## src/hdl/fiwc_pkg.sv

```systemverilog
// Package for the face interpolation weight check unit.
// Holds the item codes, flag struct, sequencer states and fixed constants.
`timescale 1ns / 1ps

package fiwc_pkg;

  // Weight format: unsigned Q1.16
  localparam int WEIGHT_W = 17;
  localparam int FRAC_W   = 16;
  localparam int DIV_CNT_W = 4;
  localparam logic [WEIGHT_W-1:0] ONE_Q16 = 17'd65536;
  localparam logic [WEIGHT_W-1:0] MIN_WEIGHT_RESET = 17'd3277;

  // Job queue between front and back end
  localparam int QDEPTH = 2;
  localparam int QPTR_W = 1;

  // Vector kinds carried on the op field
  typedef enum logic [1:0] {
    OP_FACE_CENTRE = 2'd0,
    OP_AREA        = 2'd1,
    OP_OWNER       = 2'd2,
    OP_NEIGHBOUR   = 2'd3
  } vec_op_t;

  // Per-face flags sampled with the neighbour centre
  typedef struct packed {
    logic face_kind;
    logic is_master;
    logic first_face;
  } face_flags_t;

  localparam int FLAGS_W = $bits(face_flags_t);

  // Back-end sequencer states
  typedef enum logic [2:0] {
    ST_IDLE,
    ST_MUL,
    ST_ABS,
    ST_PREP,
    ST_DIV,
    ST_STAT
  } back_state_t;

endpackage

```

## src/hdl/fiwc_front.sv

```systemverilog
// Front end: accepts vector items, holds face/area/owner vectors, forms
// the difference vectors and pushes one job per face. Uses fiwc_pkg.
`timescale 1ns / 1ps

module fiwc_front
  import fiwc_pkg::*;
#(
  parameter int COORD_BITS = 24,
  parameter int JOB_W = 9 * COORD_BITS + 6
) (
  input  logic                         clk,
  input  logic                         rst,
  input  logic                         in_valid,
  output logic                         in_ready,
  input  logic [1:0]                   op,
  input  logic signed [COORD_BITS-1:0] vec_x,
  input  logic signed [COORD_BITS-1:0] vec_y,
  input  logic signed [COORD_BITS-1:0] vec_z,
  input  logic                         face_kind,
  input  logic                         is_master,
  input  logic                         first_face,
  input  logic                         q_full,
  output logic                         push,
  output logic [JOB_W-1:0]             job,
  output face_flags_t                  flags
);

  localparam int C = COORD_BITS;
  localparam int OWN_BASE = 3 * C;
  localparam int NEI_BASE = 3 * C + 3 * (C + 1);

  logic signed [C-1:0] fc   [3];
  logic signed [C-1:0] area [3];
  logic signed [C-1:0] oc   [3];
  logic signed [C-1:0] vin  [3];
  logic signed [C:0]   d_own [3];
  logic signed [C:0]   d_nei [3];
  logic                accept;

  assign in_ready = !q_full;
  assign accept   = in_valid && in_ready;
  assign push     = accept && (vec_op_t'(op) == OP_NEIGHBOUR);

  assign vin[0] = vec_x;
  assign vin[1] = vec_y;
  assign vin[2] = vec_z;

  // Store the vector of each accepted transaction by kind
  always_ff @(posedge clk) begin
    if (rst) begin
      for (int i = 0; i < 3; i++) begin
        fc[i]   <= '0;
        area[i] <= '0;
        oc[i]   <= '0;
      end
    end else if (accept) begin
      unique case (vec_op_t'(op))
        OP_FACE_CENTRE: for (int i = 0; i < 3; i++) fc[i] <= vin[i];
        OP_AREA:        for (int i = 0; i < 3; i++) area[i] <= vin[i];
        OP_OWNER:       for (int i = 0; i < 3; i++) oc[i] <= vin[i];
        OP_NEIGHBOUR:   ;
        default:        ;
      endcase
    end
  end

  // Form difference vectors and pack the job
  always_comb begin
    job = '0;
    for (int i = 0; i < 3; i++) begin
      d_own[i] = (C+1)'(fc[i]) - (C+1)'(oc[i]);
      d_nei[i] = (C+1)'(vin[i]) - (C+1)'(fc[i]);
      job[i*C +: C]                 = area[i];
      job[OWN_BASE + i*(C+1) +: C+1] = d_own[i];
      job[NEI_BASE + i*(C+1) +: C+1] = d_nei[i];
    end
  end

  assign flags.face_kind  = face_kind;
  assign flags.is_master  = is_master;
  assign flags.first_face = first_face;

endmodule

```

## src/hdl/fiwc_queue.sv

```systemverilog
// Short job queue between front and back end, register storage.
// Depth and pointer width come from fiwc_pkg.
`timescale 1ns / 1ps

module fiwc_queue
  import fiwc_pkg::*;
#(
  parameter int W = 8
) (
  input  logic         clk,
  input  logic         rst,
  input  logic         push,
  input  logic [W-1:0] din,
  output logic         full,
  input  logic         pop,
  output logic [W-1:0] dout,
  output logic         empty
);

  logic [W-1:0]    store [QDEPTH];
  logic [QPTR_W-1:0] wr_ptr;
  logic [QPTR_W-1:0] rd_ptr;
  logic [QPTR_W:0]   count;

  assign full  = (count == (QPTR_W+1)'(QDEPTH));
  assign empty = (count == '0);
  assign dout  = store[rd_ptr];

  // Write entry on push
  always_ff @(posedge clk) begin
    if (push) begin
      store[wr_ptr] <= din;
    end
  end

  // Advance pointers and occupancy; hold the count when both or neither move
  always_ff @(posedge clk) begin
    if (rst) begin
      wr_ptr <= '0;
      rd_ptr <= '0;
      count  <= '0;
    end else begin
      if (push) begin
        wr_ptr <= wr_ptr + 1'b1;
      end
      if (pop) begin
        rd_ptr <= rd_ptr + 1'b1;
      end
      if (push && !pop) begin
        count <= count + 1'b1;
      end else if (pop && !push) begin
        count <= count - 1'b1;
      end
    end
  end

endmodule

```

## src/hdl/fiwc_back.sv

```systemverilog
// Back end: shared multiplier for the two dot products, one-bit-per-cycle
// divider, statistics and output register. Uses fiwc_pkg.
`timescale 1ns / 1ps

module fiwc_back
  import fiwc_pkg::*;
#(
  parameter int COORD_BITS = 24,
  parameter int FACE_COUNT_BITS = 20,
  parameter int JOB_W = 9 * COORD_BITS + 6
) (
  input  logic                         clk,
  input  logic                         rst,
  input  logic                         q_empty,
  output logic                         pop,
  input  logic [JOB_W-1:0]             job,
  input  face_flags_t                  flags,
  input  logic [WEIGHT_W-1:0]          min_weight,
  output logic                         out_valid,
  input  logic                         out_ready,
  output logic [WEIGHT_W-1:0]          face_weight,
  output logic                         below_limit,
  output logic [WEIGHT_W-1:0]          min_seen,
  output logic [FACE_COUNT_BITS+16:0]  weight_sum,
  output logic [FACE_COUNT_BITS:0]     master_count,
  output logic [FACE_COUNT_BITS:0]     error_count
);

  localparam int C        = COORD_BITS;
  localparam int OWN_BASE = 3 * C;
  localparam int NEI_BASE = 3 * C + 3 * (C + 1);
  localparam int PROD_W   = 2 * C + 1;
  localparam int ACC_W    = 2 * C + 3;
  localparam int MAG_W    = 2 * C + 1;
  localparam int SUM_W    = 2 * C + 2;
  localparam int REM_W    = SUM_W + 1;
  localparam int CNT_W    = FACE_COUNT_BITS + 1;
  localparam int TOT_W    = FACE_COUNT_BITS + 17;
  localparam logic [CNT_W-1:0] CNT_CAP = CNT_W'(1) << FACE_COUNT_BITS;
  localparam logic [TOT_W-1:0] SUM_CAP = TOT_W'(1) << (FACE_COUNT_BITS + 16);
  localparam logic [2:0] MUL_LAST = 3'd6;

  back_state_t state, state_next;

  logic [JOB_W-1:0]        job_q;
  face_flags_t             flags_q;
  logic [2:0]              step;
  logic signed [C-1:0]     mul_a;
  logic signed [C:0]       mul_d;
  logic signed [PROD_W-1:0] prod;
  logic signed [ACC_W-1:0] acc_own;
  logic signed [ACC_W-1:0] acc_nei;
  logic signed [ACC_W-1:0] abs_own;
  logic signed [ACC_W-1:0] abs_nei;
  logic [MAG_W-1:0]        mag_own;
  logic [MAG_W-1:0]        mag_nei;
  logic                    sum_zero;
  logic [SUM_W-1:0]        divisor;
  logic [REM_W-1:0]        rem;
  logic [REM_W-1:0]        rem_sh;
  logic                    rem_ge;
  logic [FRAC_W-1:0]       quo;
  logic [DIV_CNT_W-1:0]    bit_cnt;
  logic [WEIGHT_W-1:0]     weight;

  logic                    mul_run;
  logic                    stat_fire;

  logic [WEIGHT_W-1:0]     min_acc;
  logic [TOT_W-1:0]        sum_acc;
  logic [CNT_W-1:0]        master_acc;
  logic [CNT_W-1:0]        error_acc;
  logic [WEIGHT_W-1:0]     base_min;
  logic [TOT_W-1:0]        base_sum;
  logic [CNT_W-1:0]        base_master;
  logic [CNT_W-1:0]        base_err;
  logic                    below;
  logic [TOT_W:0]          sum_ext;
  logic [WEIGHT_W-1:0]     min_acc_next;
  logic [TOT_W-1:0]        sum_acc_next;
  logic [CNT_W-1:0]        master_acc_next;
  logic [CNT_W-1:0]        error_acc_next;

  // Next state
  always_comb begin
    state_next = state;
    unique case (state)
      ST_IDLE: begin
        if (!q_empty) begin
          state_next = flags.face_kind ? ST_MUL : ST_STAT;
        end
      end
      ST_MUL:  if (step == MUL_LAST) state_next = ST_ABS;
      ST_ABS:  state_next = ST_PREP;
      ST_PREP: state_next = sum_zero ? ST_STAT : ST_DIV;
      ST_DIV:  if (bit_cnt == DIV_CNT_W'(FRAC_W - 1)) state_next = ST_STAT;
      ST_STAT: if (!out_valid || out_ready) state_next = ST_IDLE;
      default: state_next = ST_IDLE;
    endcase
  end

  // Control outputs of the sequencer
  always_comb begin
    pop       = 1'b0;
    mul_run   = 1'b0;
    stat_fire = 1'b0;
    unique case (state)
      ST_IDLE: pop = !q_empty;
      ST_MUL:  mul_run = 1'b1;
      ST_STAT: stat_fire = !out_valid || out_ready;
      default: ;
    endcase
  end

  always_ff @(posedge clk) begin
    if (rst) begin
      state <= ST_IDLE;
    end else begin
      state <= state_next;
    end
  end

  // Pick multiplier operands: owner products first, then neighbour products
  always_comb begin
    mul_a = '0;
    mul_d = '0;
    unique case (step)
      3'd0: begin mul_a = job_q[0*C +: C]; mul_d = job_q[OWN_BASE + 0*(C+1) +: C+1]; end
      3'd1: begin mul_a = job_q[1*C +: C]; mul_d = job_q[OWN_BASE + 1*(C+1) +: C+1]; end
      3'd2: begin mul_a = job_q[2*C +: C]; mul_d = job_q[OWN_BASE + 2*(C+1) +: C+1]; end
      3'd3: begin mul_a = job_q[0*C +: C]; mul_d = job_q[NEI_BASE + 0*(C+1) +: C+1]; end
      3'd4: begin mul_a = job_q[1*C +: C]; mul_d = job_q[NEI_BASE + 1*(C+1) +: C+1]; end
      3'd5: begin mul_a = job_q[2*C +: C]; mul_d = job_q[NEI_BASE + 2*(C+1) +: C+1]; end
      default: ;
    endcase
  end

  // Magnitudes of the two dot products
  assign abs_own  = acc_own[ACC_W-1] ? -acc_own : acc_own;
  assign abs_nei  = acc_nei[ACC_W-1] ? -acc_nei : acc_nei;
  assign sum_zero = (mag_own == '0) && (mag_nei == '0);

  // One restoring division step
  assign rem_sh = {rem[REM_W-2:0], 1'b0};
  assign rem_ge = rem_sh >= {1'b0, divisor};

  // Datapath: latch job, multiply-accumulate, prepare and divide
  always_ff @(posedge clk) begin
    if (pop) begin
      job_q   <= job;
      flags_q <= flags;
      step    <= '0;
      acc_own <= '0;
      acc_nei <= '0;
      if (!flags.face_kind) begin
        weight <= ONE_Q16;
      end
    end
    if (mul_run) begin
      step <= step + 3'd1;
      prod <= PROD_W'(mul_a * mul_d);
      if (step != 3'd0) begin
        if (step <= 3'd3) begin
          acc_own <= acc_own + ACC_W'(prod);
        end else begin
          acc_nei <= acc_nei + ACC_W'(prod);
        end
      end
    end
    if (state == ST_ABS) begin
      mag_own <= abs_own[MAG_W-1:0];
      mag_nei <= abs_nei[MAG_W-1:0];
    end
    if (state == ST_PREP) begin
      divisor <= SUM_W'(mag_own) + SUM_W'(mag_nei);
      rem     <= (mag_own >= mag_nei) ? REM_W'(mag_nei) : REM_W'(mag_own);
      quo     <= '0;
      bit_cnt <= '0;
      if (sum_zero) begin
        weight <= '0;
      end
    end
    if (state == ST_DIV) begin
      rem     <= rem_ge ? rem_sh - {1'b0, divisor} : rem_sh;
      quo     <= {quo[FRAC_W-2:0], rem_ge};
      bit_cnt <= bit_cnt + 1'b1;
      if (bit_cnt == DIV_CNT_W'(FRAC_W - 1)) begin
        weight <= {1'b0, quo[FRAC_W-2:0], rem_ge};
      end
    end
  end

  // Statistics update for the finished face
  always_comb begin
    base_min    = flags_q.first_face ? ONE_Q16 : min_acc;
    base_sum    = flags_q.first_face ? '0 : sum_acc;
    base_master = flags_q.first_face ? '0 : master_acc;
    base_err    = flags_q.first_face ? '0 : error_acc;

    below = weight < min_weight;
    error_acc_next = base_err;
    if (below && (base_err < CNT_CAP)) begin
      error_acc_next = base_err + 1'b1;
    end

    sum_ext         = {1'b0, base_sum} + (TOT_W+1)'(weight);
    min_acc_next    = base_min;
    sum_acc_next    = base_sum;
    master_acc_next = base_master;
    if (flags_q.is_master) begin
      if (weight < base_min) begin
        min_acc_next = weight;
      end
      sum_acc_next = (sum_ext > {1'b0, SUM_CAP}) ? SUM_CAP : sum_ext[TOT_W-1:0];
      if (base_master < CNT_CAP) begin
        master_acc_next = base_master + 1'b1;
      end
    end
  end

  // Hold the statistics
  always_ff @(posedge clk) begin
    if (rst) begin
      min_acc    <= ONE_Q16;
      sum_acc    <= '0;
      master_acc <= '0;
      error_acc  <= '0;
    end else if (stat_fire) begin
      min_acc    <= min_acc_next;
      sum_acc    <= sum_acc_next;
      master_acc <= master_acc_next;
      error_acc  <= error_acc_next;
    end
  end

  // Output register: load on completion, drop when taken
  always_ff @(posedge clk) begin
    if (rst) begin
      out_valid <= 1'b0;
    end else if (stat_fire) begin
      out_valid <= 1'b1;
    end else if (out_ready) begin
      out_valid <= 1'b0;
    end
  end

  always_ff @(posedge clk) begin
    if (stat_fire) begin
      face_weight  <= weight;
      below_limit  <= below;
      min_seen     <= min_acc_next;
      weight_sum   <= sum_acc_next;
      master_count <= master_acc_next;
      error_count  <= error_acc_next;
    end
  end

endmodule

```

## src/hdl/face_interpolation_weight_check_unit.sv

```systemverilog
// Top level of the face interpolation weight check unit.
// Instantiates fiwc_front, fiwc_queue and fiwc_back; uses fiwc_pkg.
//
//   channel  handshake              payload
//   in       in_valid / in_ready    op, vec_x, vec_y, vec_z, face_kind,
//                                   is_master, first_face
//   out      out_valid / out_ready  face_weight, below_limit, min_seen,
//                                   weight_sum, master_count, error_count
//   cfg      cfg_valid / cfg_ready  cfg_data (min_weight)
//
// The front end stores vector items by kind. A computed face holds the
// back end through job take, the shared multiplier, forming magnitudes
// and divisor, the one-bit-per-cycle divider and the update step; a face
// with zero distance sum skips the divider, and an uncoupled face goes
// from job take straight to the update. A two-entry job queue lets the
// front end keep taking items meanwhile. Reset is synchronous and clears
// vectors and statistics and sets min_weight to its reset value; a stalled
// output holds the back end in its update step.
`timescale 1ns / 1ps

module face_interpolation_weight_check_unit
  import fiwc_pkg::*;
#(
  parameter int COORD_BITS = 24,
  parameter int FACE_COUNT_BITS = 20
) (
  input  logic                         clk,
  input  logic                         rst,
  input  logic                         cfg_valid,
  output logic                         cfg_ready,
  input  logic [WEIGHT_W-1:0]          cfg_data,
  input  logic                         in_valid,
  output logic                         in_ready,
  input  logic [1:0]                   op,
  input  logic signed [COORD_BITS-1:0] vec_x,
  input  logic signed [COORD_BITS-1:0] vec_y,
  input  logic signed [COORD_BITS-1:0] vec_z,
  input  logic                         face_kind,
  input  logic                         is_master,
  input  logic                         first_face,
  output logic                         out_valid,
  input  logic                         out_ready,
  output logic [WEIGHT_W-1:0]          face_weight,
  output logic                         below_limit,
  output logic [WEIGHT_W-1:0]          min_seen,
  output logic [FACE_COUNT_BITS+16:0]  weight_sum,
  output logic [FACE_COUNT_BITS:0]     master_count,
  output logic [FACE_COUNT_BITS:0]     error_count
);

  localparam int JOB_W = 9 * COORD_BITS + 6;
  localparam int Q_W   = JOB_W + FLAGS_W;

  logic [WEIGHT_W-1:0] min_weight;
  logic                push;
  logic                pop;
  logic                q_full;
  logic                q_empty;
  logic [JOB_W-1:0]    job_in;
  face_flags_t         flags_in;
  logic [Q_W-1:0]      q_out;

  // Threshold register, always writable
  assign cfg_ready = 1'b1;

  always_ff @(posedge clk) begin
    if (rst) begin
      min_weight <= MIN_WEIGHT_RESET;
    end else if (cfg_valid && cfg_ready) begin
      min_weight <= cfg_data;
    end
  end

  fiwc_front #(
    .COORD_BITS (COORD_BITS),
    .JOB_W      (JOB_W)
  ) u_front (
    .clk        (clk),
    .rst        (rst),
    .in_valid   (in_valid),
    .in_ready   (in_ready),
    .op         (op),
    .vec_x      (vec_x),
    .vec_y      (vec_y),
    .vec_z      (vec_z),
    .face_kind  (face_kind),
    .is_master  (is_master),
    .first_face (first_face),
    .q_full     (q_full),
    .push       (push),
    .job        (job_in),
    .flags      (flags_in)
  );

  fiwc_queue #(
    .W (Q_W)
  ) u_queue (
    .clk   (clk),
    .rst   (rst),
    .push  (push),
    .din   ({flags_in, job_in}),
    .full  (q_full),
    .pop   (pop),
    .dout  (q_out),
    .empty (q_empty)
  );

  fiwc_back #(
    .COORD_BITS      (COORD_BITS),
    .FACE_COUNT_BITS (FACE_COUNT_BITS),
    .JOB_W           (JOB_W)
  ) u_back (
    .clk          (clk),
    .rst          (rst),
    .q_empty      (q_empty),
    .pop          (pop),
    .job          (q_out[JOB_W-1:0]),
    .flags        (face_flags_t'(q_out[Q_W-1:JOB_W])),
    .min_weight   (min_weight),
    .out_valid    (out_valid),
    .out_ready    (out_ready),
    .face_weight  (face_weight),
    .below_limit  (below_limit),
    .min_seen     (min_seen),
    .weight_sum   (weight_sum),
    .master_count (master_count),
    .error_count  (error_count)
  );

endmodule

```

## config.mk

```make
export PLATFORM = sky130hd
export DESIGN_NAME = face_interpolation_weight_check_unit
export DESIGN_NICKNAME = d
export VERILOG_FILES = /design/src/hdl/fiwc_pkg.sv /design/src/hdl/fiwc_front.sv /design/src/hdl/fiwc_queue.sv /design/src/hdl/fiwc_back.sv /design/src/hdl/face_interpolation_weight_check_unit.sv
export SDC_FILE = /design/constraint.sdc
export NUM_CORES = 2
export LEC_CHECK = 0
export BUFFER_PORTS_ARGS = -buffer_cell sky130_fd_sc_hd__buf_2
export CAP_MARGIN = 20
export CORE_AREA = 2 2 432 434
export CTS_CLUSTER_DIAMETER = 200
export DETAILED_ROUTE_END_ITERATION = 16
export DIE_AREA = 0 0 434 436
export PLACE_DENSITY_LB_ADDON = 0.25
export SYNTH_ARGS = -nofsm -noshare
export SYNTH_HDL_FRONTEND = slang
export SYNTH_SLANG_ARGS = --single-unit
```

## constraint.sdc

```tcl
create_clock -name clk -period 33 [get_ports clk]
set_clock_uncertainty 0.15 [all_clocks]
set_input_delay 3.3 -clock clk [delete_from_list [all_inputs] [get_ports clk]]
set_output_delay 3.3 -clock clk [all_outputs]
set_load 0.005 [all_outputs]
```

# Word level (Yosys, flattened, before mapping)
# Memory sizes are Yosys's and may differ from the RTL's. A register that Yosys moved wholly into a read port is not among the register bits.
# Cells that the tools add are included.
# Widths: inputs -> output; s select.
# word_totals
register_bits,847
wordCells,200
inputBits,99
n_memories,4
ram_bits,666
# memory_table
memory,depth,word_bits,rd,rd_clocked_by_memory_dff,wr,line,source
u_queue.store,2,225,1,1,1,fiwc_queue.sv:20,logic [W-1:0] store [QDEPTH];
u_front.area,3,24,3,0,3,fiwc_front.sv:33,logic signed [C-1:0] area [3];
u_front.fc,3,24,3,0,3,fiwc_front.sv:32,logic signed [C-1:0] fc [3];
u_front.oc,3,24,3,0,3,fiwc_front.sv:34,logic signed [C-1:0] oc [3];
# op_classes
bitwise_logic,9
n_mux,80
n_reduce_logical,27
mul,1
n_addsub,21
n_eq_ne,20
n_lt_le_gt_ge,8
# ops
cell,count
$mux 51,8
$mux 24,9
$mux 17,9
$mux 50,3
$pmux 25 s6,1
$sub 24x24->25,6
$mux 49,3
$mux 37,3
$mux 21,5
$add 51x49->51,2
$logic_not 49->1,2
$neg 49->49,2
$pmux 24 s3,1
$ge 51x50->1,1
$add 49x49->50,1
$sub 50x50->50,1
$ge 49x49->1,1
$mul 24x25->49,1
$add 21x1->21 const B,2
$lt 21x21->1 const B,2
$add 37x17->38,1
$gt 38x37->1 const B,1
$lt 17x17->1,2
$mux 15,2
other kinds (29),97

# Longest topological paths before layout
# depth
depth_word,8
mapped_depth,40
mapped_depth_nobuf,35

# Hierarchy
# A second synthesis with hierarchy kept.
# hier_totals
cells_unflattened,9567
area_unflattened_um2,102206.8
# modules_own_cells
module,cells_per_inst,n_inst,area_per_inst_um2
fiwc_back,7248,1,69404.1
fiwc_queue,722,1,17052.6
fiwc_front,1540,1,15095.7
face_interpolation_weight_check_unit,57,1,654.4

# Worst setup path before layout
# No wires, ideal clock.
# synth_path
path_kind,input-to-reg
startpoint,input op[0]
endpoint,memory u_queue.store[0][0] in the netlist's numbering (enable)
setup_slack_ns,13.128
cell_stages,2
setup_ns,1.088
t_arrival_ns,18.634
cell_sequence,nand2_1 -> nor3_1
# synth_via
elab_chain_cells,4
# synth_rtl
item,line,source
from (decl),face_interpolation_weight_check_unit.sv:34,"input logic [1:0] op,"
$eq 2x2->1,fiwc_front.sv:42,assign push = accept && (vec_op_t'(op) == OP_NEIGHBOUR);
$logic_and 1x1->1,fiwc_front.sv:42,
$mux 1,fiwc_queue.sv:31,if (push) begin
$mux 1 (implied by the code),fiwc_queue.sv:32,store[wr_ptr] <= din;
to (decl),fiwc_queue.sv:20,
# Every way passes these cells.

# Final worst setup path
# layout_path
startpoint,register u_back.step[0]
endpoint,"register u_back.prod[48], data pin"
# layout_via
elab_chain_cells,4
# layout_rtl
item,line,source
from (decl),fiwc_back.sv:47,logic [2:0] step;
from (signal assigned),fiwc_back.sv:160,step <= step + 3'd1;
$eq 3x2->1 (tied with other cells),fiwc_back.sv:127,unique case (step)
$reduce_or 2->1 (no source line),-,
$pmux 24 s3,fiwc_back.sv:127,
$mul 24x25->49 *,fiwc_back.sv:161,prod <= PROD_W'(mul_a * mul_d);
to (signal assigned),fiwc_back.sv:161,
to (decl),fiwc_back.sv:50,logic signed [PROD_W-1:0] prod;
# Every way passes the cells marked *; elsewhere a longest branch is shown, timed or not.
# A chain may end at the register's enable or synchronous reset.

==> impl_metrics.json <==
{
  "status": "finished clean",
  "fin_crit_ns": 10.81,
  "fin_setup_tns_ns": 0,
  "reg2reg_setup_slack_ns": 22.19,
  "cp.buffers_inverters": 11,
  "syn_to_final_growth_pct": 9.45,
  "num_rows": 158,
  "initial_utilization_pct": 53.8,
  "crit_path_end": "u_back.prod[48]",
  "routed-wl-met2_mm": 131,
  "reg2reg_depth": 37,
  "ant_nets": 0,
  "grt_pass1_wl_mm": 412,
  "synth_async_sr_flop_share_pct": 0,
  "clk_latency_ns": 0.83,
  "place_area_mm2": 0.103,
  "cp-end-kind": "register",
  "yosysWarnings": 0,
  "die_w_um": 434,
  "cp.depth": 37,
  "synth_area_mm2": 0.0994,
  "path_max_fanout": 24,
  "ctsHoldBuffers": 0,
  "hold_path_class": "reg -> reg",
  "worstSetupPathType": "reg -> reg",
  "drc": 0,
  "drive_above_1_share_pct": 9.86,
  "io-pin-count": 216,
  "cts.clk_slew.worst_paths_ns": 0.06,
  "cts_tree": "yes",
  "timing.critical_path.from": "u_back.step[0]",
  "final_max_slew_viol_count": 0,
  "finalNetCount": 10720,
  "period_share_pct": 32.7,
  "rr_endpoint": "u_back.prod[48]",
  "grt_max_degree": 139,
  "startpoint_type": "register",
  "dr.first_iter.drc_count": 6166,
  "yosysSeqAreaShare_pct": 43.3,
  "synth_top_area_cell": "edfxtp_1",
  "post_drt_wl_per_cell_um": 22.4,
  "dieHeight_um": 436,
  "io_buffers": 214,
  "htreeDepth": 4,
  "synth-edff-count": 1273,
  "highest_layer": "met4",
  "synth_fp_nets": 10579,
  "critPathArrivalTime_ns": 11.20,
  "cts_buffer_depth": 3,
  "setup_viol": 0,
  "vias": 70331,
  "fp.dieArea_mm2": 0.189,
  "dp_hpwl_mm": 198,
  "syn_avg_cell_area_um2": 10.7,
  "synth_ff_type": "edfxtp_1",
  "dp.cells": 11708,
  "cts-resized-gates": 0,
  "clock_tree.root_cell": "clkbuf_16",
  "fin_area_mm2": 0.109,
  "firstDrtPassIters": 8,
  "critPathMostFrequentCell": "inv_1",
  "synth.top_cell.area_share_pct": 38.5,
  "synthTopCellsByCount": "edfxtp_1 (1273), inv_1 (1105), nand2_1 (842)",
  "clock_sinks": 1514,
  "r2r_start": "u_back.step[0]",
  "max_stage_delay_ns": 0.75,
  "final_cell_count_no_fill": 12012,
  "wl_met1_mm": 108,
  "post-cts-setup-buffers": 0,
  "synth-seq-cells": 1514,
  "rsz0062_at_grt": "false",
  "met3_length_mm": 17.4,
  "via_per_inst": 5.86,
  "synthTopCellsByArea": "edfxtp_1 (38%), fa_1 (13%), ha_1 (7.4%)",
  "cp_top_family": "adder cells",
  "relSlewSlack_pct": 8.59,
  "drv_cap": 0,
  "hold_violations": 0,
  "coreArea_mm2": 0.185,
  "fmax_mhz": 92.5,
  "gp_congestion": 0.970,
  "synthCells": 9252,
  "grt.total_usage_pct": 28.3,
  "grt_pass1_vias": 70469,
  "cp_slowest_cell": "o41ai_1",
  "ys_types": 84,
  "cp.required_ns": 33.39,
  "antenna_found_initial": 15,
  "numCtsBuffers": 161,
  "gr-total-overflow": 0,
  "worst_pin_slew_ns": 1.37,
  "routed_wl_mm": 269,
  "synth_most_common_cell": "edfxtp_1"
}
[metal layers]
| layer | vias up | GRT usage (%) |
|---|---|---|
| li1 | 32308 | - |
| met1 | 34805 | 36.4 |
| met3 | 588 | 3.93 |
| met2 | 2630 | 47.7 |
| met4 | 0 | 12.3 |
| met5 | - | 0 |
[cell families (layout without fill, tap and decap cells)]
group	Yosys count	after routing	share of synthesized area [%]
and+or+nand+nor	2549	2549	12.2
AOI/OAI and AO/OA	1702	1702	11.0
DFF	1514	1514	43.3
buffers and inverters	1467	1741	5.55
adders and majority gates	1228	1228	20.3
xor gates and xnor gates	496	496	4.37
muxes	295	295	3.31
other	1	7	0.00377
[through the flow]
stage | util (%) | setup slack [ns] | hold WS (ns)
after floorplan | - | 13.13 | 0.271
after global placement | 55.9 | 22.02 | 0.272
after detailed placement | 56.0 | 22.39 | 0.279
after CTS | 58.9 | 22.34 | 0.288
after global routing | 58.9 | 21.67 | 0.303
final | 58.9 | 22.19 | 0.290
[final cells by class]
| cell class | instances | area [um2] |
|---|---|---|
| clock inverters | 99 | 1090 |
| clock buffers | 197 | 4320 |
| flip-flops and latches | 1514 | 43100 |
| multi-input cells | 6271 | 51000 |
| well taps | 2480 | 3100 |
| diodes | 6 | 15.0 |
| inverters | 1107 | 4170 |
| repair buffers | 338 | 2040 |
| fillers | 15190 | 75900 |
[sequential cells by signal, indices dropped and copies added, names as in the netlist, 21 cells and up, named ones only]
name                 cells
u_back.master_acc       21
u_back.mag_nei          49
u_front.area            72
u_front.oc              72
u_back.error_count      21
u_back.master_count     21
u_back.prod             49
u_back.divisor          50
u_back.sum_acc          37
u_front.fc              72
u_queue.store          450
u_back.acc_own          51
u_back.weight_sum       37
u_back.acc_nei          51
u_back.rem              50
u_back.error_acc        21
u_back.mag_own          49
u_back.job_q           222
[how the worst min path moves through the flow]
stage	start	endpoint	slack [ns]	cells past startpoint
2_1_floorplan	u_front.area[0][0]	u_queue.store[0][0]	0.27	0
3_3_place_gp	u_front.area[0][15]	u_queue.store[0][15]	0.27	0
3_5_place_dp	u_front.area[0][32]	u_queue.store[1][32]	0.28	0
4_1_cts	u_front.area[0][13]	u_queue.store[1][13]	0.29	0
5_1_grt	u_front.area[0][13]	u_queue.store[1][13]	0.30	0
6_report	u_front.area[0][13]	u_queue.store[1][13]	0.29	0
[worst reg2reg max path, delay by kind of cell, from the launching register on]
family / cells / cell delay (ns)
buffers and inverters: 11 / 1.32
adder cells (fa/ha/maj): 9 / 4.45
flip-flops: 1 / 0.45
AO/OA/AOI/OAI: 10 / 3.01
AND/OR/NAND/NOR: 6 / 1.02
XOR/XNOR: 1 / 0.13
[cell usage in the layout, fill, tap and decap left out, types with 100 or more instances in the layout]
| master | instances |
|---|---|
| edfxtp_1 | 1273 |
| nor2b_1 | 100 |
| ha_1 | 587 |
| nand2_1 | 841 |
| xnor2_1 | 354 |
| nor2_1 | 576 |
| nand3_1 | 213 |
| buf_4 | 120 |
| buf_2 | 214 |
| inv_1 | 1103 |
| a21o_1 | 154 |
| and2_1 | 321 |
| clkbuf_16 | 166 |
| o21ai_0 | 394 |
| xor2_1 | 142 |
| dfxtp_1 | 240 |
| mux2_2 | 267 |
| fa_1 | 641 |
| nor3_1 | 114 |
| a21oi_1 | 457 |
Power is left out: the tool's default activity adds up to more than one toggle a clock period on the data nets, which glitch-free logic cannot reach.
